--- config.mk ---
export PLATFORM = sky130hd
export DESIGN_NAME = tcd_weight_mem
export DESIGN_NICKNAME = d
export VERILOG_FILES = /design/src/design/temporal_chroma_denoise_macros.svh /design/src/design/tcd_pkg.sv /design/src/design/tcd_weight_mem.sv
export SDC_FILE = /design/constraint.sdc
export NUM_CORES = 2
export LEC_CHECK = 0
export ABC_AREA = 1
export BUFFER_PORTS_ARGS = -buffer_cell sky130_fd_sc_hd__buf_2
export CORE_UTILIZATION = 35
export DETAILED_ROUTE_END_ITERATION = 7
export PLACE_DENSITY_LB_ADDON = 0.05
export SLEW_MARGIN = 10
export SYNTH_ARGS = -nofsm -noshare
export SYNTH_HDL_FRONTEND = slang
export SYNTH_SLANG_ARGS = --single-unit
--- constraint.sdc ---
create_clock -name clock -period 5.7 [get_ports clock]
set_clock_uncertainty 0.2 [all_clocks]
set_input_delay 0.855 -clock clock [delete_from_list [all_inputs] [get_ports clock]]
set_output_delay 0.855 -clock clock [all_outputs]
set_load 0.02 [all_outputs]
--- src/design/temporal_chroma_denoise_macros.svh ---
// Assertion macros for the temporal chroma denoise block.
// Depends on nothing; the including module must have clock and reset signals.
`ifndef TEMPORAL_CHROMA_DENOISE_MACROS_SVH
`define TEMPORAL_CHROMA_DENOISE_MACROS_SVH

// The consequent must hold in the same cycle as the antecedent.
`define TCD_ASSERT_SAME(label, ante, cons) \
   label: assert property (@(posedge clock) disable iff (reset) (ante) |-> (cons)) \
      else $error("temporal_chroma_denoise: same-cycle check failed");

// The consequent must hold in the cycle after the antecedent.
`define TCD_ASSERT_NEXT(label, ante, cons) \
   label: assert property (@(posedge clock) disable iff (reset) (ante) |=> (cons)) \
      else $error("temporal_chroma_denoise: next-cycle check failed");

`endif

--- src/design/tcd_pkg.sv ---
// Shared types, codes and constants of the temporal chroma denoise block.
// No dependencies; every design module imports this package.
package tcd_pkg;

   localparam int TABLE_ENTRIES_DEF = 256;
   localparam int SUM_W             = 36;
   localparam int THRESH_W          = 34;
   localparam int CSR_DATA_W        = 34;

   localparam logic [SUM_W-1:0] SUM_MAX    = '1;
   localparam logic [1:0]       SHIFT_MAX  = 2'd2;
   localparam logic [25:0]      ROUND_HALF = 26'd32768;

   // Item function codes.
   localparam logic [1:0] FUNC_PIXEL = 2'd0;
   localparam logic [1:0] FUNC_LOAD  = 2'd1;
   localparam logic [1:0] FUNC_FRAME = 2'd2;

   // Weight table selects for load items.
   localparam logic [1:0] TSEL_LUMA = 2'd0;
   localparam logic [1:0] TSEL_U    = 2'd1;
   localparam logic [1:0] TSEL_V    = 2'd2;

   // Configuration register indexes.
   localparam logic [1:0] CSR_SCENE_CHROMA = 2'd0;
   localparam logic [1:0] CSR_THRESHOLD    = 2'd1;
   localparam logic [1:0] CSR_LUMA_SHIFT   = 2'd2;

   // Control from the first stage to the scene-difference accumulator.
   typedef struct packed {
      logic step;
      logic clear;
      logic end_of_row;
   } tcd_scene_ctl_type;

   function automatic logic [7:0] absdiff8(input logic [7:0] a, input logic [7:0] b);
      absdiff8 = (a > b) ? (a - b) : (b - a);
   endfunction

endpackage

--- src/design/tcd_weight_mem.sv ---
// One weight table: a synchronous memory with registered read and per-entry valid bits.
// Depends on tcd_pkg. Entries never written read as zero.
module tcd_weight_mem import tcd_pkg::*; #(
   parameter int ENTRIES = TABLE_ENTRIES_DEF,
   parameter int AW      = $clog2(ENTRIES)
) (
   input  logic          clock,
   input  logic          reset,
   input  logic          wr_en,
   input  logic [AW-1:0] wr_addr,
   input  logic [7:0]    wr_data,
   input  logic          rd_en,
   input  logic [AW-1:0] rd_addr,
   output logic [7:0]    rd_data
);

   logic [7:0]         mem_ff [ENTRIES];
   logic [ENTRIES-1:0] valid_ff;
   logic [7:0]         rd_data_ff;
   logic               rd_valid_ff;

   always_ff @(posedge clock) begin
      if (wr_en) begin
         mem_ff[wr_addr] <= wr_data;
      end
      if (rd_en) begin
         rd_data_ff <= mem_ff[rd_addr];
      end
   end

   always_ff @(posedge clock) begin
      if (reset) begin
         valid_ff    <= '0;
         rd_valid_ff <= 1'b0;
      end else begin
         if (wr_en) begin
            valid_ff[wr_addr] <= 1'b1;
         end
         if (rd_en) begin
            rd_valid_ff <= valid_ff[rd_addr];
         end
      end
   end

   assign rd_data = rd_valid_ff ? rd_data_ff : 8'd0;

endmodule

Word level (Yosys, flattened, before mapping)
Memories as Yosys holds them, arrays and structs flattened. A register that Yosys moved wholly into a read port is not among the register bits.
Index checks and enable logic that the tools add are counted.
- logic and storage cells: 15
- bits in writable memories: 2048
- memories kept: 1
- output and inout bits: 8
- input bits: 28
- register bits: 257
- memory list (name ; words ; bits a word ; rd ports ; clocked after memory_dff ; write ports ; RTL line ; RTL):
    mem_ff ; 256 ; 8 ; 1 ; 1 ; 1 ; tcd_weight_mem.sv:17 ; logic [7:0] mem_ff [ENTRIES];
- order comparisons: 3
- bitwise gates (word level): 1
- mux-type cells: 7
- reduce and logical (&&, ||, !) cells: 1
- operator list (operator ; number):
    $or 256x256->256 ; 1
    $lt 8x9->1 const B ; 2
    $bmux 1 s8 ; 1
    $demux 1 s8 ; 1
    $ge 8x1->1 const B ; 1
    $mux 8 ; 1
    $mux 1 ; 4
    $logic_and 1x1->1 ; 1

Longest topological paths before layout
- depth in word-level cells: 5
- depth in mapped cells: 16
- depth with buffers taken out: 13

Least setup slack after synthesis
OpenSTA, ideal clock, no wires.
- path kind: input to register
- start: in wr_en
- end: mem mem_ff[105][0] (enable)
- stages on the path: 6
- buffers on the path: 2
- setup time: 0.374 ns
- arrival: 2.041 ns
- required time: 5.126 ns
- setup slack: 3.086 ns
- cell sequence: clkinv_1 > clkbuf_1 > nor2_1 > inv_1 > clkbuf_1 > nor2_1
- longest elaborated chain between the ends: 2
- ends and longest elaborated chain (what ; RTL line ; RTL):
    start, declared ; tcd_weight_mem.sv:9 ; input logic wr_en,
    $mux 1 ; tcd_weight_mem.sv:23 ; if (wr_en) begin
    $mux 1 (not written as such) ; tcd_weight_mem.sv:24 ; mem_ff[wr_addr] <= wr_data;
    end, declared ; tcd_weight_mem.sv:17 ;
Every way passes these cells.

==> impl_summary.txt <==
----------------------------------------------------
[Clock network]
  Worst-case clock buffer depth ... 4
  CTS clock-pin slew for the worst setup and hold paths ... 60 ps
  Inserted Clock Buffers ... about 280
  Post-cts resize count ... 0
  Worst-skew pair later-pin latency ... between 900 and 1000 ps
  Buffers inserted by post-CTS timing repair ... 0
  Clock H-tree levels ... 5
  Buffer type at the clock tree root ... sky130_fd_sc_hd__clkbuf_16
  TritonCTS clock tree ... yes
  Clock Sink Count ... around 2,300
  Cts hold-fix bufs ... 0

[Timing]
  Worst setup margin ... between 1500 and 2000 ps
  Setup total negative slack ... 0 ps
  Hold violation total from the final report ... 0
  Min Clock Period, post-route ... about 3800 ps
  Achievable Freq ... 263 MHz
  Period utilisation layout ... around two thirds
  Hold Slack ... between 150 and 200 ps
  Setup violation total in the final timing report ... 0
  Setup repair after global routing missed its margin ... false
  Number of max-slew violations in the final report ... 0
  Worst-margin pin slew ... about 1300 ps
  Headroom to the max-slew limit ... approximately 16%

[Setup path]
  CP Capture Type ... register
  Endpoint required time on the critical path ... around 6300 ps
  Largest fanout of any net on the critical path ... approximately 140
  Signal arrival time at the worst endpoint ... around 4400 ps
  Critical Setup Path Class ... primary input to register
  Type of origin of the critical path ... primary input
  Start of the worst register-to-register path ... mem_ff[31][4]
  R2R cell count ... 10
  Endpoint of the worst register-to-register path ... rd_data_ff[4]
  Flop2flop setup slack ... between 3000 and 4000 ps
  Worst setup path startpoint ... rd_addr[0]

[Global routing]
  Via count of the first global-routing pass ... 59,900
  Initial antenna violation count ... 20
  Global-route wire length before repair ... roughly 440,000 um
  Pin count of the biggest net entering global routing ... ~160
  Grt total ovfl ... 0
  GRT Resource Usage Total ... ~23%

[Logic synthesis]
  Count of different cell masters after synthesis ... 21
  Post-synth design cell area ... between 90,000 and 100,000 um2
  Sequential-to-total area share from yosys stat ... between 70 and 80%
  Count of yosys warnings during synthesis ... 0
  Mapped Nets ... a little under 8,000
  Synthesized instance count ... slightly below 8,000
  Synthesized area per cell ... approximately 12 um2
  Number of storage elements in the synthesis netlist ... between 2,000 and 2,500

[Finish]
  Most frequent cells in the layout ... sky130_fd_sc_hd__edfxtp_1 (2,056), sky130_fd_sc_hd__nor2_1 (1,814), sky130_fd_sc_hd__o21ai_0 (1,003), sky130_fd_sc_hd__nand2_1 (836), sky130_fd_sc_hd__nand3_1 (749)
  Fraction of final layout cells with drive strength greater than 1 ... just over 7%
  Most common cell after layout, fill and taps aside ... sky130_fd_sc_hd__edfxtp_1
  Number of cells in the finished layout apart from fillers ... 11,500
  Nets ... about 7,900
  Synth-to-layout area growth ... 13.5%

[Floorplanning]
  Cell row count ... approximately 190
  Number of I/O pins ... 36
  Die Ht ... 514 um
  Core area ... roughly 260,000 um2
  Starting Density ... between 30% and 40%
  Horizontal die dimension ... roughly 510 um
  Die outline area ... between 200,000 and 300,000 um2

[Place]
  Buffers added on ports ... 35
  DP Cell Count ... 11,000
  Setup Slack @ Placement ... 753 ps
  RD Place Congestion ... between 0.8 and 0.9
  Sum of net half-perimeters after detailed placement ... 169,000 um

[Route]
  Drt first pass iters ... 6
  Met3 wirelength from detailed routing ... 17,700 um
  Vias ... approximately 62,000
  Via density ... ~5.4
  Count of nets left with antenna violations after detail routing ... 0
  Wirelength per Cell ... around 27 um
  DRC violations left ... 0
  Met2 Wirelength ... between 100,000 and 150,000 um
  Max Used Layer ... met4
  Overall routed net length ... 306,000 um
  Sum of routed wire segments on met1 ... about 140,000 um
  Number of DRC markers after the initial detailed-route iteration ... roughly 5,700

[Hold path]
  Worst min-delay path startpoint ... rd_en
  Cells on Worst Hold Path ... 1
  Worst hold path endpoint ... rd_data_ff[6]
  Kind of path behind the tightest hold check ... primary input to register

[Pwr]
  Design Power ... 37,400 uW
  Worst IR drop on VDD ... about 0.34 mV
  Total leakage power ... ~0.034 uW
  Pwr Density ... around 360 nW/um2

[Run status]
  Outcome ... complete, no violations

[Job]
  Maxcap violations ... 0

----------------------------------------------------
==> cell families (layout without fill, tap and decap cells) <==
| logic type | after synthesis | in the layout | synth area share (%) |
|---|---|---|---|
| flops | 2313 | 2313 | 72.9 |
| buf+inv | 655 | 773 | 3.08 |
| simple gates | 3411 | 3411 | 15.0 |
| other cells | 0 | 7 | 0 |
| compound gates | 1533 | 1533 | 9.07 |
==> worst max-delay path: stages <==
cell and delay, ps:
sky130_fd_sc_hd__buf_8 220, sky130_fd_sc_hd__inv_16 510, sky130_fd_sc_hd__buf_12 450, sky130_fd_sc_hd__o21ai_0 160, sky130_fd_sc_hd__o22ai_1 330, sky130_fd_sc_hd__nand2_1 170
sky130_fd_sc_hd__nand3_1 150, sky130_fd_sc_hd__nand3_1 220, sky130_fd_sc_hd__nand3_1 260, sky130_fd_sc_hd__nand3_1 350, sky130_fd_sc_hd__nand2_1 170, sky130_fd_sc_hd__nand2_1 130
sky130_fd_sc_hd__nand2_1 110
==> metrics by stage <==
stage                     instance area (um2)  util, %
after floorplan                         91800        -
after global placement                  95800     36.8
after detailed placement                95800     36.8
after CTS                              104000     40.0
after global routing                   104000     40.0
final                                  104000     40.0
==> sequential cells by signal (all words and copies together) (netlist names) <==
signal	flops
rd_data_ff	8
mem_ff	2048
valid_ff	256
rd_valid_ff	1
==> power breakdown <==
group	internal, uW	switching, uW	total [uW]
clock	9700	6920	16600
combinational	504	1730	2240
sequential	18500	17.7	18500
total	28700	8670	37400
==> synthesized netlist by cell type (all sizes together) <==
cell | n | area, um2
edfxtp | 2056 | 61700
nor2 | 1823 | 6840
o21ai | 1016 | 5080
nand2 | 836 | 3140
nand3 | 749 | 3750
o22ai | 504 | 3150
clkbuf | 330 | 1240
dfxtp | 257 | 5140
buf | 235 | 1240
inv | 85 | 322
a21oi | 8 | 40.0
clkinv | 5 | 20.0
o21ba | 5 | 50.1
nor3 | 3 | 15.0
==> area by class of cell <==
cell class / count / area (um2)
antenna: 7 / 17.5
clock buffer: 405 / 7800
clock inverter: 83 / 557
fill: 25000 / 156000
inverter: 90 / 384
multi-input combinational: 4944 / 22100
sequential: 2313 / 66900
tap: 3496 / 4370
timing repair buffer: 195 / 2040
==> routing by layer <==
layer / up-vias / track usage (%)
met3: 377 / 3.33
met5: - / 0
li1: 28200 / -
met4: 0 / 5.50
met1: 31400 / 33.6
met2: 1795 / 35.3
==> worst max path at each step <==
stage,endpoint,slack [ps],depth (start not counted)
after floorplan,mem_ff[105][0],3090,6
after global placement,mem_ff[8][4],620,8
after detailed placement,mem_ff[136][2],750,5
after CTS,mem_ff[136][4],1760,5
after global routing,rd_data_ff[4],1760,13
final,rd_data_ff[4],1900,13
No activity file was read; power rests on OpenSTA's default activity.
