<file path="config.mk">
export PLATFORM = sky130hd
export DESIGN_NAME = tcd_scene_acc
export DESIGN_NICKNAME = d
export VERILOG_FILES = /design/src/design/temporal_chroma_denoise_macros.svh /design/src/design/tcd_pkg.sv /design/src/design/tcd_scene_acc.sv
export SDC_FILE = /design/constraint.sdc
export NUM_CORES = 1
export LEC_CHECK = 0
export ABC_AREA = 1
export BUFFER_PORTS_ARGS = -buffer_cell sky130_fd_sc_hd__buf_4
export CAP_MARGIN = 5
export CORE_MARGIN = 1
export CORE_UTILIZATION = 48
export CTS_CLUSTER_SIZE = 12
export DETAILED_ROUTE_END_ITERATION = 7
export PLACE_DENSITY = 0.8
export SLEW_MARGIN = 0
export SYNTH_ARGS = -nofsm -noshare
export SYNTH_HDL_FRONTEND = slang
export SYNTH_SLANG_ARGS = --single-unit
</file>
<file path="constraint.sdc">
create_clock -name clock -period 8.65 [get_ports clock]
set_input_delay 0.865 -clock clock [delete_from_list [all_inputs] [get_ports clock]]
set_output_delay 0.865 -clock clock [all_outputs]
set_load 0.05 [all_outputs]
</file>
<file path="src/design/temporal_chroma_denoise_macros.svh">
// Assertion macros for the temporal chroma denoise block.
// Depends on nothing; the including module must have clock and reset signals.
`ifndef TEMPORAL_CHROMA_DENOISE_MACROS_SVH
`define TEMPORAL_CHROMA_DENOISE_MACROS_SVH

// The consequent must hold in the same cycle as the antecedent.
`define TCD_ASSERT_SAME(label, ante, cons) \
   label: assert property (@(posedge clock) disable iff (reset) (ante) |-> (cons)) \
      else $error("temporal_chroma_denoise: same-cycle check failed");

// The consequent must hold in the cycle after the antecedent.
`define TCD_ASSERT_NEXT(label, ante, cons) \
   label: assert property (@(posedge clock) disable iff (reset) (ante) |=> (cons)) \
      else $error("temporal_chroma_denoise: next-cycle check failed");

`endif

</file>
<file path="src/design/tcd_pkg.sv">
// Shared types, codes and constants of the temporal chroma denoise block.
// No dependencies; every design module imports this package.
package tcd_pkg;

   localparam int TABLE_ENTRIES_DEF = 256;
   localparam int SUM_W             = 36;
   localparam int THRESH_W          = 34;
   localparam int CSR_DATA_W        = 34;

   localparam logic [SUM_W-1:0] SUM_MAX    = '1;
   localparam logic [1:0]       SHIFT_MAX  = 2'd2;
   localparam logic [25:0]      ROUND_HALF = 26'd32768;

   // Item function codes.
   localparam logic [1:0] FUNC_PIXEL = 2'd0;
   localparam logic [1:0] FUNC_LOAD  = 2'd1;
   localparam logic [1:0] FUNC_FRAME = 2'd2;

   // Weight table selects for load items.
   localparam logic [1:0] TSEL_LUMA = 2'd0;
   localparam logic [1:0] TSEL_U    = 2'd1;
   localparam logic [1:0] TSEL_V    = 2'd2;

   // Configuration register indexes.
   localparam logic [1:0] CSR_SCENE_CHROMA = 2'd0;
   localparam logic [1:0] CSR_THRESHOLD    = 2'd1;
   localparam logic [1:0] CSR_LUMA_SHIFT   = 2'd2;

   // Control from the first stage to the scene-difference accumulator.
   typedef struct packed {
      logic step;
      logic clear;
      logic end_of_row;
   } tcd_scene_ctl_type;

   function automatic logic [7:0] absdiff8(input logic [7:0] a, input logic [7:0] b);
      absdiff8 = (a > b) ? (a - b) : (b - a);
   endfunction

endpackage

</file>
<file path="src/design/tcd_scene_acc.sv">
// Saturating scene-difference sum and the sticky scene-change flag.
// Depends on tcd_pkg for widths, constants and the control struct.
module tcd_scene_acc import tcd_pkg::*; (
   input  logic                clock,
   input  logic                reset,
   input  tcd_scene_ctl_type   ctl,
   input  logic                cfg_use_chroma,
   input  logic [THRESH_W-1:0] cfg_threshold,
   input  logic [1:0]          cfg_shift,
   input  logic [7:0]          diff_y,
   input  logic [7:0]          diff_u,
   input  logic [7:0]          diff_v,
   output logic                flag_next,
   output logic                flag
);

   logic [SUM_W-1:0] sum_ff, sum_in;
   logic             flag_ff, flag_in;
   logic [1:0]       shift_eff;
   logic [9:0]       luma_term;
   logic [8:0]       chroma_term;
   logic [10:0]      incr;
   logic [SUM_W:0]   total;
   logic [SUM_W-1:0] sum_sat;
   logic             over;

   always_comb begin
      shift_eff   = (cfg_shift > SHIFT_MAX) ? SHIFT_MAX : cfg_shift;
      luma_term   = 10'(diff_y) << shift_eff;
      chroma_term = cfg_use_chroma ? (9'(diff_u) + 9'(diff_v)) : 9'd0;
      incr        = 11'(luma_term) + 11'(chroma_term);
      total       = {1'b0, sum_ff} + (SUM_W+1)'(incr);
      // Both increments are non-negative, so one clamp covers the two additions.
      sum_sat     = total[SUM_W] ? SUM_MAX : total[SUM_W-1:0];
      over        = sum_sat > SUM_W'(cfg_threshold);
      flag_next   = flag_ff | (ctl.end_of_row & over);

      sum_in  = sum_ff;
      flag_in = flag_ff;
      if (ctl.step) begin
         if (ctl.clear) begin
            sum_in  = '0;
            flag_in = 1'b0;
         end else begin
            sum_in  = sum_sat;
            flag_in = flag_next;
         end
      end
   end

   always_ff @(posedge clock) begin
      if (reset) begin
         sum_ff  <= '0;
         flag_ff <= 1'b0;
      end else begin
         sum_ff  <= sum_in;
         flag_ff <= flag_in;
      end
   end

   assign flag = flag_ff;

endmodule

</file>
-- Yosys cells after proc, flatten, opt, wreduce, memory -nomap -nowiden
Cells that the tools add are included.
Widths: inputs -> output; s select.
- register bits after elaboration: 37
- input port bits: 66
- output and inout port bits: 2
- word-level logic and storage cells: 15
- add/subtract/negate cells: 3
- order comparisons: 2
- shift operators: 1
- muxes and demuxes: 5
- bitwise logic cells: 2
- operators by type and width (cell ; count):
    $mux 36 ; 2
    $add 36x11->37 ; 1
    $gt 36x34->1 ; 1
    $add 10x9->11 ; 1
    $shl 8x2->10 ; 1
    $add 8x8->9 ; 1
    $mux 9 ; 1
    $gt 2x2->1 const B ; 1
    $mux 2 ; 1
    $and 1x1->1 ; 1
    $mux 1 ; 1
    $or 1x1->1 ; 1

-- Depth between registers and ports, before layout
- depth after elaboration: 10
- depth in mapped cells: 42

-- Least setup slack after synthesis
Ideal clock, no wire load.
- path kind: input to output
- from: input diff_u[0]
- to: output flag_next
- arrival time: 5.411 ns
- required time: 7.785 ns
- setup slack: 2.374 ns
- cell stages on the path: 32
- path buffers: 0
- path through: ha_1 > inv_1 > fa_1 > inv_1 > a31oi_1 > nor2_1 > nor2_1 > o21bai_1 > nand2_1 > a21boi_0 > o21ai_0 > fa_1 > inv_1 > ha_1 > nand2_1 > nor2_2 > nand2_2 > o211ai_4 > nand3_1 > xnor2_1 > or2_2 > ha_1 > nand4_1 > nor4_1 > nand2_1 > nand2_1 > nand2_1 > nand2_1 > nand2_1 > nand2_1 > nand2_1 > nand2_1
- cells in the longest elaborated chain, start to end: 8
- RTL lines (element ; line ; source):
    start: declaration ; tcd_scene_acc.sv:11 ; input logic [7:0] diff_u,
    $add 8x8->9 ; tcd_scene_acc.sv:30 ; chroma_term = cfg_use_chroma ? (9'(diff_u) + 9'(diff_v)) : 9'd0;
    $mux 9 ; tcd_scene_acc.sv:30 ;
    $add 10x9->11 ; tcd_scene_acc.sv:31 ; incr = 11'(luma_term) + 11'(chroma_term);
    $add 36x11->37 ; tcd_scene_acc.sv:32 ; total = {1'b0, sum_ff} + (SUM_W+1)'(incr);
    $mux 36 ; tcd_scene_acc.sv:34 ; sum_sat = total[SUM_W] ? SUM_MAX : total[SUM_W-1:0];
    $gt 36x34->1 ; tcd_scene_acc.sv:35 ; over = sum_sat > SUM_W'(cfg_threshold);
    $and 1x1->1 ; tcd_scene_acc.sv:36 ; flag_next = flag_ff | (ctl.end_of_row & over);
    $or 1x1->1 ; tcd_scene_acc.sv:36 ;
    end: declaration ; tcd_scene_acc.sv:13 ; output logic flag_next,
Every way passes these cells.

-- Worst setup path in the final report
Same ends and word-level chain as after synthesis.

==> run_results.csv <==
group,metric,value,unit
sta,setup-tns-final,0,ns
placed_design,gp_congestion,0.9662,
floorplan,initial_utilization,0.4941,
floorplan,core,0.009240,mm2
clock_tree,cts-htree-levels,2,
yosys,avgSynthCellArea,6.186,um2
sta,setup_viol,0,
placed_design,portBuffers,67,
layout,multiInputGateArea,0.003289,mm2
clock_tree,cts-root-buf,"clkbuf_8",
yosys,synth_edf_count,0,
sta,rsz0062_at_grt,"false",
clock_tree,path_clk_slew,0.07,ns
critical_path,critPathKind,"in2out",
critical_path,path_max_fanout,28,
floorplan,num_io_pins,68,
global_routing,grt_first_pass_wirelength,19.50,mm
sta,finalHoldViolCount,0,
power,power.density,115.2,mW/mm2
drt,via_per_inst,4.999,
yosys,synth.distinct_cells,41,
drt,first_pass_iters,7,
yosys,ys_ff_latch,37,
yosys,synth_ff_type,"dfxtp_1",
yosys,synth_area,0.004566,mm2
yosys,ys_seq_area_frac,0.1622,
layout,area_growth,15.10,%
yosys,ys_warn_count,0,
sta,skew,0.01248,ns
critical_path,critPathArrivalTime,6.25,ns
global_routing,globalRouteOverflowTotal,0,
global_routing,antenna_found_initial,0,
global_routing,grtUsageTotal,0.2403,
critical_path,cp-end-kind,"primary output",
sta,fin_crit_sh,0.8221,
clock_tree,cts_tree,"done",
yosys,synth_fp_nets,868,
sta,worst_slew_pin_slew,0.8801,ns
job,maxCapViolCount,0,
sta,min_period,7.111,ns
critical_path,start_kind,"primary input",
floorplan,die_area,0.009906,mm2
hold_path,hp-class,"reg2reg",
sta,slew_headroom,0.4119,
clock_tree,cts_resized,0,
critical_path,slowest_delay,0.49,ns
global_routing,grt_max_degree,38,
clock_tree,post_cts_buffers,0,
clock_tree,cts_inserted_buffers,5,
drt,wl,11.12,mm
layout,regArea,740.7,um2
drt,vias,4634,
layout,final_cell_mix,"219 x nand2_1, 118 x inv_1, 68 x a21oi_1",
clock_tree,clk_latency,0.30,ns
yosys,synthArstFlopShare,0,
clock_tree,cts_buffer_depth,2,
drt,wl_per_cell,11.99,um
sta,drv_slew,0,
layout,fin_nets,927,
floorplan,fp.dieH,99.53,um
run_status,status,"completed",
global_routing,grt_pass1_vias,4513,
critical_path,cpMaxStageDelayCell,"fa_1",
layout,drive_gt1_frac,0.1529,
critical_path,cpMostUsedCell,"nand2_1",
critical_path,required,7.79,ns
floorplan,die_x,99.53,um
power,fin_total_pwr,605.2,uW
power,ir_drop,0.07252,mV
layout,mostFrequentLayoutCell,"nand2_1",
layout,fillCellCount,954,
drt,drtIter0Drc,194,
drt,final_antenna_net_count,0,
drt,drc_errors,0,
clock_tree,cts_hold_buffers,0,
power,p_leak,0.002686,uW
floorplan,num_rows,35,
clock_tree,clock-sinks,37,
layout,n_antenna_cell,0,
sta,max_freq,0.1406,GHz
yosys,syn_inst,738,
placed_design,dp_hpwl,8.910,mm
==> layer usage <==
layer | share of wire | vias up | wire length, um | GRT usage
met4 | 0.015 | 0 | 163 | 0.06448
met3 | 0.039 | 17 | 436 | 0.02530
met2 | 0.49 | 116 | 5410 | 0.4509
li1 | - | 2465 | - | -
met1 | 0.46 | 2036 | 5106 | 0.2892
met5 | 0 | - | 0 | 0
==> flip-flops by register name, summed over array words and instances (netlist names) <==
signal / cells
sum_ff: 36
flag: 1
==> stage by stage <==
| step | util | instances | hold slack (ns) | area, um2 | worst slack, ns |
|---|---|---|---|---|---|
| after CTS | 0.5687 | 927 | 0.4665 | 5255 | 1.529 |
| final | 0.5687 | 927 | 0.4634 | 5255 | 1.539 |
| after global routing | 0.5687 | 927 | 0.5001 | 5255 | 0.9870 |
| after detailed placement | 0.5583 | 919 | 0.4555 | 5159 | 1.556 |
| after global placement | 0.5583 | 919 | 0.4560 | 5159 | 1.650 |
| after floorplan | - | 738 | 0.4438 | 4566 | 2.374 |
==> path summary, 6_finish.rpt <==
path | from | end | slack (ns) | depth (start not counted)
hold / removal | sum_ff[2] | sum_ff[2] | 0.46 | 2
hold reg to reg | sum_ff[2] | sum_ff[2] | 0.46 | 2
setup reg to reg | sum_ff[3] | flag | 4.30 | 29
setup / recovery | diff_u[0] | flag_next | 1.54 | 38
==> cells in the mapped netlist (4+ instances only) <==
cell type | number | area (um2)
xnor2_1 | 4 | 35.03
nand2_2 | 7 | 43.79
inv_1 | 118 | 442.9
nand2_1 | 219 | 822.0
clkbuf_1 | 10 | 37.54
ha_1 | 53 | 663.1
nor2_1 | 53 | 198.9
fa_1 | 11 | 220.2
xor2_1 | 10 | 87.58
nor2_2 | 4 | 25.02
o21a_1 | 4 | 30.03
nor3_2 | 4 | 40.04
nand3_2 | 10 | 100.1
inv_2 | 4 | 15.01
nand4_1 | 5 | 31.28
nand3_1 | 38 | 190.2
nor3_1 | 13 | 65.06
o21ai_2 | 4 | 35.03
o21ai_0 | 29 | 145.1
dfxtp_1 | 37 | 740.7
a21oi_1 | 68 | 340.3
or2_2 | 8 | 50.05
==> final cells by class <==
cell class / count / area share
Clock buffer: 6 / 0.01571
Multi-Input combinational cell: 563 / 0.6260
Inverter: 123 / 0.08833
Clock inverter: 2 / 0.002619
Tap cell: 129 / 0.03071
Sequential cell: 37 / 0.1410
Timing Repair Buffer: 67 / 0.09571
==> worst max-delay path: cells and delay by family <==
| kind | cells | cell delay, ns |
|---|---|---|
| and+or+nand+nor | 21 | 1.96 |
| adders and majority gates | 5 | 1.51 |
| AOI/OAI and AO/OA | 6 | 1.11 |
| buffers and inverters | 6 | 0.80 |
==> power by group <==
group / internal [uW] / switching [uW] / total (uW) / leakage, uW
clock network: 64.7 / 70.1 / 135 / 0.0000512
registers: 176 / 3.29 / 179 / 0.000299
logic: 120 / 171 / 291 / 0.00234
==> kinds of logic after synthesis <==
kind of cell / share of synthesized area
compound gates: 0.1431
fa+ha+maj: 0.1935
flops: 0.1622
buf+inv: 0.1184
xor+xnor: 0.02686
simple gates: 0.3560
Power figures use the tool's default switching activity.
