--- src/design/temporal_chroma_denoise_macros.svh ---
// Assertion macros for the temporal chroma denoise block.
// Depends on nothing; the including module must have clock and reset signals.
`ifndef TEMPORAL_CHROMA_DENOISE_MACROS_SVH
`define TEMPORAL_CHROMA_DENOISE_MACROS_SVH

// The consequent must hold in the same cycle as the antecedent.
`define TCD_ASSERT_SAME(label, ante, cons) \
   label: assert property (@(posedge clock) disable iff (reset) (ante) |-> (cons)) \
      else $error("temporal_chroma_denoise: same-cycle check failed");

// The consequent must hold in the cycle after the antecedent.
`define TCD_ASSERT_NEXT(label, ante, cons) \
   label: assert property (@(posedge clock) disable iff (reset) (ante) |=> (cons)) \
      else $error("temporal_chroma_denoise: next-cycle check failed");

`endif

--- src/design/tcd_pkg.sv ---
// Shared types, codes and constants of the temporal chroma denoise block.
// No dependencies; every design module imports this package.
package tcd_pkg;

   localparam int TABLE_ENTRIES_DEF = 256;
   localparam int SUM_W             = 36;
   localparam int THRESH_W          = 34;
   localparam int CSR_DATA_W        = 34;

   localparam logic [SUM_W-1:0] SUM_MAX    = '1;
   localparam logic [1:0]       SHIFT_MAX  = 2'd2;
   localparam logic [25:0]      ROUND_HALF = 26'd32768;

   // Item function codes.
   localparam logic [1:0] FUNC_PIXEL = 2'd0;
   localparam logic [1:0] FUNC_LOAD  = 2'd1;
   localparam logic [1:0] FUNC_FRAME = 2'd2;

   // Weight table selects for load items.
   localparam logic [1:0] TSEL_LUMA = 2'd0;
   localparam logic [1:0] TSEL_U    = 2'd1;
   localparam logic [1:0] TSEL_V    = 2'd2;

   // Configuration register indexes.
   localparam logic [1:0] CSR_SCENE_CHROMA = 2'd0;
   localparam logic [1:0] CSR_THRESHOLD    = 2'd1;
   localparam logic [1:0] CSR_LUMA_SHIFT   = 2'd2;

   // Control from the first stage to the scene-difference accumulator.
   typedef struct packed {
      logic step;
      logic clear;
      logic end_of_row;
   } tcd_scene_ctl_type;

   function automatic logic [7:0] absdiff8(input logic [7:0] a, input logic [7:0] b);
      absdiff8 = (a > b) ? (a - b) : (b - a);
   endfunction

endpackage

--- src/design/tcd_blend_pipe.sv ---
// Weight product stage and blend stage with the result register.
// Depends on tcd_pkg for the rounding constant.
module tcd_blend_pipe import tcd_pkg::*; (
   input  logic       clock,
   input  logic       reset,
   input  logic       in_valid,
   output logic       in_ready,
   input  logic [7:0] in_wgt_y,
   input  logic [7:0] in_wgt_u,
   input  logic [7:0] in_wgt_v,
   input  logic [7:0] in_cur_u,
   input  logic [7:0] in_cur_v,
   input  logic [7:0] in_prev_u,
   input  logic [7:0] in_prev_v,
   input  logic       in_scene,
   output logic       rsp_valid,
   input  logic       rsp_ready,
   output logic [7:0] rsp_out_u,
   output logic [7:0] rsp_out_v,
   output logic       rsp_scene_change
);

   logic               s2_valid_ff, s2_valid_in;
   logic [15:0]        w_u_ff, w_v_ff;
   logic signed [8:0]  d_u_ff, d_v_ff;
   logic [7:0]         cur_u_ff, cur_v_ff;
   logic               scene_s2_ff;
   logic               out_valid_ff, out_valid_in;
   logic [7:0]         out_u_ff, out_v_ff;
   logic               out_scene_ff;
   logic               en2, en3;
   logic signed [25:0] prod_u, prod_v;
   logic [25:0]        round_u, round_v;

   assign en3      = !out_valid_ff || rsp_ready;
   assign en2      = !s2_valid_ff || en3;
   assign in_ready = en2;

   always_comb begin
      s2_valid_in  = en2 ? in_valid : s2_valid_ff;
      out_valid_in = en3 ? s2_valid_ff : out_valid_ff;
   end

   // out = (w*prev + (65536-w)*cur + 32768) >> 16 = cur + floor((w*(prev-cur) + 32768) / 65536).
   assign prod_u  = $signed({1'b0, w_u_ff}) * d_u_ff;
   assign prod_v  = $signed({1'b0, w_v_ff}) * d_v_ff;
   assign round_u = prod_u + ROUND_HALF;
   assign round_v = prod_v + ROUND_HALF;

   always_ff @(posedge clock) begin
      if (en2) begin
         w_u_ff      <= 16'(in_wgt_y) * 16'(in_wgt_u);
         w_v_ff      <= 16'(in_wgt_y) * 16'(in_wgt_v);
         d_u_ff      <= $signed({1'b0, in_prev_u}) - $signed({1'b0, in_cur_u});
         d_v_ff      <= $signed({1'b0, in_prev_v}) - $signed({1'b0, in_cur_v});
         cur_u_ff    <= in_cur_u;
         cur_v_ff    <= in_cur_v;
         scene_s2_ff <= in_scene;
      end
      if (en3) begin
         out_u_ff     <= cur_u_ff + round_u[23:16];
         out_v_ff     <= cur_v_ff + round_v[23:16];
         out_scene_ff <= scene_s2_ff;
      end
   end

   always_ff @(posedge clock) begin
      if (reset) begin
         s2_valid_ff  <= 1'b0;
         out_valid_ff <= 1'b0;
      end else begin
         s2_valid_ff  <= s2_valid_in;
         out_valid_ff <= out_valid_in;
      end
   end

   assign rsp_valid        = out_valid_ff;
   assign rsp_out_u        = out_u_ff;
   assign rsp_out_v        = out_v_ff;
   assign rsp_scene_change = out_scene_ff;

endmodule

--- config.mk ---
export PLATFORM = sky130hd
export DESIGN_NAME = tcd_blend_pipe
export DESIGN_NICKNAME = d
export VERILOG_FILES = /design/src/design/temporal_chroma_denoise_macros.svh /design/src/design/tcd_pkg.sv /design/src/design/tcd_blend_pipe.sv
export SDC_FILE = /design/constraint.sdc
export NUM_CORES = 1
export LEC_CHECK = 0
export BUFFER_PORTS_ARGS = -buffer_cell sky130_fd_sc_hd__buf_2
export CORE_MARGIN = 2
export CORE_UTILIZATION = 35
export CTS_CLUSTER_DIAMETER = 50
export DETAILED_ROUTE_END_ITERATION = 8
export GPL_TIMING_DRIVEN = 0
export PLACE_DENSITY_LB_ADDON = 0.08
export SYNTH_ARGS = -nofsm -noshare
export SYNTH_HDL_FRONTEND = slang
export SYNTH_SLANG_ARGS = --single-unit
--- constraint.sdc ---
create_clock -name clock -period 6.1 [get_ports clock]
set_clock_uncertainty 0.05 [all_clocks]
set_input_delay 0.305 -clock clock [delete_from_list [all_inputs] [get_ports clock]]
set_output_delay 0.305 -clock clock [all_outputs]
set_load 0.005 [all_outputs]
== Word-level counts from Yosys, hierarchy flattened ==
Cells that the tools add are included.
Word-level totals
  register bits after elaboration: 86
  output and inout port bits: 19
Cells by class
  add/sub/neg operators: 6
  multipliers: 4
  reductions and logical operators: 4
Operators by type and width (count)
  adder 24 x 16 -> 24 bit (second input constant): 2
  multiplier 17 x 9 -> 24 bit: 2
  multiplier 8 x 8 -> 16 bit: 2
  subtractor 8 x 8 -> 9 bit: 2
  adder 8 bit: 2
  zero test 1 bit: 2
  logical OR 1 bit: 2

== Logic depth before layout (Yosys ltp) ==
  word-level depth: 3
  mapped depth: 28

== Worst setup path after synthesis ==
OpenSTA, ideal clock, no wires.
  kind: flip-flop to flip-flop
  start: reg d_u_ff[0]
  end: reg out_u_ff[7] (netlist: rsp_out_u[7]), data pin
  data arrival time: 6.061 ns
  path slack: -0.276 ns
  cell stages (with the launch flop): 25
  path buffers: 1
  clock period less this slack: 6.376 ns
  cells stage by stage: edfxtp_1 clkbuf_1 nand2_1 fa_1 inv_1 fa_1 fa_1 fa_1 ha_1 ha_1 a2111oi_2 o311a_1 a21oi_2 o21a_1 o21a_1 o21a_1 nor2_2 xnor2_1 ha_1 a21o_1 a21oi_1 o21ai_0 o41ai_1 xnor2_1 a31oi_1
On the way
  longest elaborated chain between the ends: 3
Ends and longest elaborated chain
  start: declaration: line tcd_blend_pipe.sv:25  | logic signed [8:0] d_u_ff, d_v_ff;
  start signal: assignment: line tcd_blend_pipe.sv:54  | d_u_ff <= $signed({1'b0, in_prev_u}) - $signed({1'b0, in_cur_u});
  multiplier 17 x 9 -> 24 bit: line tcd_blend_pipe.sv:45  | assign prod_u = $signed({1'b0, w_u_ff}) * d_u_ff;
  adder 24 x 16 -> 24 bit: line tcd_blend_pipe.sv:47  | assign round_u = prod_u + ROUND_HALF;
  adder 8 bit: line tcd_blend_pipe.sv:61  | out_u_ff <= cur_u_ff + round_u[23:16];
  end signal: assignment: line tcd_blend_pipe.sv:61
  end: declaration: line tcd_blend_pipe.sv:29  | logic [7:0] out_u_ff, out_v_ff;
No other way between the ends.
A chain may end at the register's enable or synchronous reset.

== Worst setup path in the final report ==
  start: reg d_u_ff[3]
  end: reg out_u_ff[7] (netlist: rsp_out_u[7]), data pin
Same word-level chain as after synthesis.

==> impl_metrics.json <==
{
  "vias": 10889,
  "drtPass1Iterations": 6,
  "finalWorstSetupSlack_ps": -547.5,
  "netlist_area_um2": 15900,
  "synth_edf_count": 84,
  "grt_start_max_net_pins": 51,
  "rsz0062_at_grt": "yes",
  "r2r-start": "d_u_ff[3]$_DFFE_PP_",
  "dpl_cell_area_um2": 17120,
  "numPortBuffers": 79,
  "drc": 0,
  "critPathArrivalTime_ps": 6720,
  "rows": 78,
  "critPathMaxFanout": 3,
  "clk_latency_ps": 370,
  "synthMuxAreaShare_pct": 0,
  "grt_use_total_pct": 17.55,
  "synthTopCellsByArea": "fa_1, ha_1, edfxtp_1",
  "max_freq_mhz": 150.4,
  "reg2reg_to": "rsp_out_u[7]$_DFFE_PP_",
  "synth-compound-area-share_pct": 4.911,
  "min_path_type": "in -> reg",
  "antenna_found_initial": 0,
  "grt_pass1_vias": 11595,
  "gp_congestion": 0.7881,
  "clockBufferDepth": 2,
  "slew_headroom_pct": 53.46,
  "cts_max_level": 3,
  "violations": "setup timing",
  "hold_viol_final": 0,
  "synth_fa_ha_area_share_pct": 50.93,
  "fin_nets": 2284,
  "ys_seq_area_share_pct": 16.12,
  "final_cell_area_um2": 18250,
  "clk_pin_slew_ps": 70,
  "layout_commonest_cell": "inv_1",
  "ys_types": 51,
  "start_util_pct": 35.26,
  "cpMaxStageDelayCell": "fa_1",
  "cp-end-kind": "register",
  "layout_common_cells": "inv_1, fa_1, nand2_1",
  "slew_violations": 0,
  "cap_violations": 0,
  "crit_path_frequent_cell": "fa_1",
  "die_y_um": 217.1,
  "ios": 80,
  "ff2ff_setup_slack_ps": -550,
  "cp_top_family": "adder cells",
  "core_region_area_um2": 45090,
  "status": "finished with violations",
  "totalWireLength_um": 39050,
  "cts_tree": "done",
  "synth_top_area_share_pct": 34.25,
  "synth-seq-cells": 86,
  "synth_cells": 1590,
  "setup_viol": 9,
  "syn_to_final_growth_pct": 14.76,
  "cts_buffers": 9,
  "wl_per_cell_um": 16.66,
  "detail-route-antenna-nets": 0,
  "synthXorXnorAreaFrac_pct": 3.856,
  "worst-slew-pin-transition_ps": 697.4,
  "die_w_um": 217.1,
  "clkSinkCount": 86,
  "critPathLaunchType": "register",
  "cpPeakStageDelay_ps": 550,
  "routed_via_density": 4.645,
  "yosysWarningCount": 0,
  "hold_path_depth": 2,
  "avgSynthCellArea_um2": 9.999,
  "die-area_um2": 47150,
  "fin_crit_ps": 6648,
  "grt.overflow.total": 0,
  "critical_path_required_ps": 6170,
  "fin_crit_sh_pct": 109.0,
  "drive_gt1_share_pct": 13.59,
  "async_reset_ff_share_pct": 0,
  "ys.flop_type": "edfxtp_1",
  "dpl.hpwl_um": 30480,
  "syn-num-nets": 2135,
  "clock_tree.root_cell": "clkbuf_16",
  "r2r_cells": 25,
  "yosysTopAreaCell": "fa_1",
  "synth_top_family_by_area": "adder cells",
  "endpoint": "rsp_out_u[7]$_DFFE_PP_",
  "crit_type": "reg -> reg",
  "crit_cells": 25,
  "synth_simple_gate_area_share_pct": 16.70,
  "path_buf_inv": 3,
  "antennaDiodeCount": 0,
  "drtIter0Drc": 391,
  "cts_hold_buf": 0,
  "grt_pass1_wl_um": 63450,
  "startpoint": "d_u_ff[3]$_DFFE_PP_"
}
## kinds of logic after synthesis
kind of cell / count (synthesis)
AND/OR/NAND/NOR: 518
adder cells (fa/ha/maj): 484
buffers and inverters: 317
AO/OA/AOI/OAI: 115
flip-flops: 86
XOR/XNOR: 70
## registers in the layout, indices dropped and copies added (netlist names)
| name | cells |
|---|---|
| rsp_out_v | 8 |
| rsp_scene_change | 1 |
| scene_s2_ff | 1 |
| w_u_ff | 16 |
| rsp_out_u | 8 |
| w_v_ff | 16 |
| d_v_ff | 9 |
| d_u_ff | 9 |
| s2_valid_ff | 1 |
| cur_u_ff | 8 |
| rsp_valid | 1 |
| cur_v_ff | 8 |
## worst reg2reg max path, delay by kind of cell, from the launching register on
kind	cells	cell delay, ps
XOR/XNOR	2	320
buffers and inverters	3	290
AO/OA/AOI/OAI	9	1420
adder cells (fa/ha/maj)	7	3080
flip-flops	1	500
AND/OR/NAND/NOR	4	740
## area by class of cell
cell class | count | area, um2
clock buffers | 9 | 225.2
well taps | 600 | 750.7
multi-input cells | 1187 | 12480
flip-flops and latches | 86 | 2562
repair buffers | 138 | 873.3
inverters | 285 | 1070
fillers | 4555 | 26840
plain buffers | 32 | 227.7
clock inverters | 7 | 58.81
## repair_timing
| item | in CTS | in global routing |
|---|---|---|
| setup endpoints to repair | 15 | 14 |
| pin swaps | 34 | 24 |
| resized for setup | 70 | 30 |
| cloned | 0 | 0 |
| buffers inserted | 49 | 10 |
## worst min-delay path by stage
stage,from,to,slack [ps]
2_1_floorplan,reset,rsp_valid$_SDFFE_PP0P_,330
3_3_place_gp,scene_s2_ff$_DFFE_PP_,rsp_scene_change$_DFFE_PP_,370
3_5_place_dp,scene_s2_ff$_DFFE_PP_,rsp_scene_change$_DFFE_PP_,380
4_1_cts,reset,s2_valid_ff$_SDFFE_PP0P_,20
5_1_grt,reset,s2_valid_ff$_SDFFE_PP0P_,30
6_report,reset,s2_valid_ff$_SDFFE_PP0P_,50
## synthesized netlist by cell type, drive strengths merged (2+ instances only)
cell     number
inv         285
fa          272
ha          212
nand2       212
and2        192
edfxtp       84
xnor2        48
a21oi        34
clkbuf       32
nor2b        30
nor2         29
nand2b       24
xor2         22
o21ai        21
a21o         20
nand3         8
nor3          8
o21a          8
a211oi        4
or3           4
a21boi        3
a41oi         3
nand4         3
o211ai        3
o21bai        3
a31oi         2
and2b         2
dfxtp         2
nand4bb       2
o31ai         2
o41ai         2
## per-layer routing
layer,global-route usage [%],wire (um)
met1,24.59,18650
met2,28.67,18480
met3,2.865,1457
met4,3.607,451
met5,0,0
## metrics by stage
step | TNS, ps | utilization, % | hold WS [ps] | std cells | setup slack [ps]
detailed placement | -10710 | 37.97 | 376.9 | 2270 | -1388
global route | -5459 | 40.47 | 34.43 | 2344 | -832.4
CTS | -2871 | 40.01 | 19.73 | 2335 | -589.7
floorplan | -179.1 | - | 327.4 | 1590 | -179.1
finish | -2572 | 40.47 | 49.25 | 2344 | -547.5
global placement | -11330 | 37.89 | 372.6 | 2269 | -1394
Power is left out: the tool's default activity adds up to more than one toggle a clock period on the data nets, which glitch-free logic cannot reach.
